<file path="src/hw/rtl/drsc_ram.sv">
// ----------------------------------------------------------------------------
// drsc_ram
// Generic single-port-write, single-port-read RAM with registered read.
// ----------------------------------------------------------------------------
module drsc_ram #(
  parameter int WIDTH = 8,
  parameter int DEPTH = 16
) (
  input  logic                     clk,
  input  logic                     we,
  input  logic [$clog2(DEPTH)-1:0] waddr,
  input  logic [WIDTH-1:0]         wdata,
  input  logic [$clog2(DEPTH)-1:0] raddr,
  output logic [WIDTH-1:0]         rdata
);

  logic [WIDTH-1:0] mem [DEPTH];

  always_ff @(posedge clk) begin
    if (we) begin
      mem[waddr] <= wdata;
    end
    rdata <= mem[raddr];
  end

endmodule

</file>
<file path="config.mk">
export PLATFORM = sky130hd
export DESIGN_NAME = drsc_ram
export DESIGN_NICKNAME = d
export VERILOG_FILES = /design/src/hw/rtl/drsc_ram.sv
export SDC_FILE = /design/constraint.sdc
export NUM_CORES = 1
export LEC_CHECK = 0
export BUFFER_PORTS_ARGS = -buffer_cell sky130_fd_sc_hd__buf_2
export CAP_MARGIN = 10
export CORE_UTILIZATION = 30
export CTS_CLUSTER_DIAMETER = 80
export DETAILED_ROUTE_END_ITERATION = 6
export PLACE_DENSITY = 0.54
export SLEW_MARGIN = 20
export SYNTH_ARGS = -nofsm -noshare
export SYNTH_HDL_FRONTEND = slang
export SYNTH_SLANG_ARGS = --single-unit
</file>
<file path="constraint.sdc">
create_clock -name clk -period 3.4 [get_ports clk]
set_clock_uncertainty 0.2 [all_clocks]
set_input_delay 0.34 -clock clk [delete_from_list [all_inputs] [get_ports clk]]
set_output_delay 0.34 -clock clk [all_outputs]
set_load 0.05 [all_outputs]
</file>
==> out/results.ini <==
[finish]
fill_cells=1521
area_delta_synth_final_pct=18.7
fin_nets=293
drive_above_1_share_pct=28.1
diodes=0

[clocking]
insertion_delay_ns=0.41
cts_hold_buf=0
ctsRootBufferMaster=clkbuf_16
cts_setup_buffers=0
ctsResizeCount=0
clkTransAtPathRegs_ns=0.05
clkSinkCount=136
cts_made_buffers=17
h-tree-depth=4
clockBufferDepth=2
cts_tree=built

[yosys]
synth-edff-count=128
synthTopCellsByCount=128 x edfxtp_1, 18 x mux4_2, 16 x a22oi_1
synthArstFlopShare_pct=0
synthesis.nets=247
synth.avg_cell_area_um2=22.5
netlist_top_cells_area=edfxtp_1 75%, mux4_2 7.9%, mux4_1 7.1%
synthCells=229
ys_seq_area_share_pct=77.8
ys_seq_elements=136
yosys.area.top_type=edfxtp_1
yosysWarnings=0
synth.top_cell.area_share_pct=74.7
synth_cell_types=19
ys.flop_type=edfxtp_1
synth.cell_area_um2=5150
yosysMostFrequentCell=edfxtp_1

[status]
status=finished, final reports clean

[routing]
m1WireLength_mm=4.58
dr.pass1.iters=4
drt_wl_total_mm=10.1
viasPerCell=4.62
routedWlPerCell_um=19.9
dr.first_iter.drc_count=208
postRouteAntennaNets=0
wl_met3_um=472
routed.top_layer=met5
vias=2347
drc=0
wl_met2_mm=4.91

[floorplanning]
io_pins=26
dieArea_um2=17700
initial_core_util_pct=30.9
fp.dieH_um=133
row_count=47
coreArea_um2=16600
die_w_um=133

[sta]
timing.final.crit_period_ns=1.80
rsz0062_at_grt=no
hold_viol=0
worstMarginPinSlew_ns=0.967
fmax_mhz=557
setup_viol=0
tns_ns=0
relSlewSlack_pct=35.3
fin_crit_sh_pct=52.8
slew_violations=0

[critical_path]
crit_type=input port to flip-flop
crit_fanout=22
cp_top_family=buffers and inverters
cp_slowest_cell=mux4_1
endpoint_kind=flip-flop
crit_buf_inv=2
slowest_delay_ns=0.59
arrival_ns=1.89
critPathRequiredTime_ns=3.49
path_cells=buf_2 -> buf_12 -> mux4_1 -> a22oi_1 -> nand2_1
start_kind=input port

[job]
maxCapViolCount=0

[grt]
grtUsageTotal_pct=12.5
grt_pass1_wl_mm=15.4
grt_overflow=0
grt_pass1_vias=2555
antenna_found_initial=1
grt_max_degree=23

[placement]
dp_hpwl_mm=6.40
gp_congestion=0.665
portBuffers=25

[power]
fin_total_pwr_mw=3.79
p_per_area_nw_per_um2=620
irDropWorstVdd_uv=335
leakage_nw=2.03

[worst_hold_path]
hp-class=input port to flip-flop

==> sequential cells by signal (all words and copies together), names as in the netlist <==
name,count
rdata,8
mem,128
==> placed cells by master, fill, tap and decap left out, drive strengths merged <==
cell type  instances
a22oi             16
and2               1
and2b              1
buf               37
bufinv             2
clkbuf            22
clkinv             7
clkinvlp           1
dfxtp              8
edfxtp           128
mux4              32
nand2              9
nand2b             2
nand3              1
nand3b             2
nor2              13
nor2b              1
nor3               4
or3b               1
==> power breakdown <==
| part | internal, mW | total (mW) | leakage (nW) | switching (mW) |
|---|---|---|---|---|
| logic | 0.0723 | 0.206 | 0.538 | 0.134 |
| clock network | 1.07 | 1.70 | 0.267 | 0.631 |
| registers | 1.88 | 1.89 | 1.22 | 0.0110 |
| total | 3.02 | 3.79 | 2.03 | 0.776 |
==> worst reg2reg max path, cell delays in order (launching register included) <==
cell      delay [ns]
edfxtp_1        0.35
mux4_2          0.48
a22oi_1         0.30
nand2_1         0.19
==> metal layers <==
layer,up-vias,track usage [%]
li1,1067,-
met1,1212,16.1
met2,51,19.4
met3,15,3.87
met4,2,5.56
met5,-,0
==> cells by family (layout without fill, tap and decap cells) <==
logic type | Yosys count | after routing | synth area share [%]
muxes | 32 | 32 | 15.0
AOI/OAI and AO/OA | 16 | 16 | 2.33
and+or+nand+nor | 35 | 35 | 3.18
buffers and inverters | 10 | 69 | 1.68
DFF | 136 | 136 | 77.8
==> final timing paths <==
path,startpoint,to,slack [ns],cells after the start
setup / recovery,raddr[0],rdata[2],1.60,5
hold reg to reg,mem[14][4],rdata[4],0.47,3
setup reg to reg,mem[3][6],rdata[6],1.73,3
hold / removal,wdata[2],mem[12][2],0.11,1
==> stage by stage <==
| stage | hold slack, ns | setup WS (ns) | cell area (µm²) | utilization [%] | std cells |
|---|---|---|---|---|---|
| after floorplan | 0.239 | 1.37 | 5150 | - | 229 |
| after detailed placement | 0.459 | 1.10 | 5560 | 33.4 | 476 |
| after global placement | 0.452 | 1.12 | 5560 | 33.4 | 476 |
| after CTS | 0.102 | 1.53 | 6110 | 36.7 | 508 |
| after global routing | 0.105 | 1.45 | 6110 | 36.7 | 508 |
| final | 0.109 | 1.60 | 6110 | 36.7 | 508 |
==> area by class of cell <==
type / count / area [µm²] / area share (%)
flip-flops and latches: 136 / 4000 / 65.5
multi-input cells: 83 / 1060 / 17.3
clock buffers: 22 / 444 / 7.27
well taps: 220 / 275 / 4.50
repair buffers: 37 / 228 / 3.73
clock inverters: 10 / 104 / 1.70
Note: power is estimated with default switching activity, not from simulation.
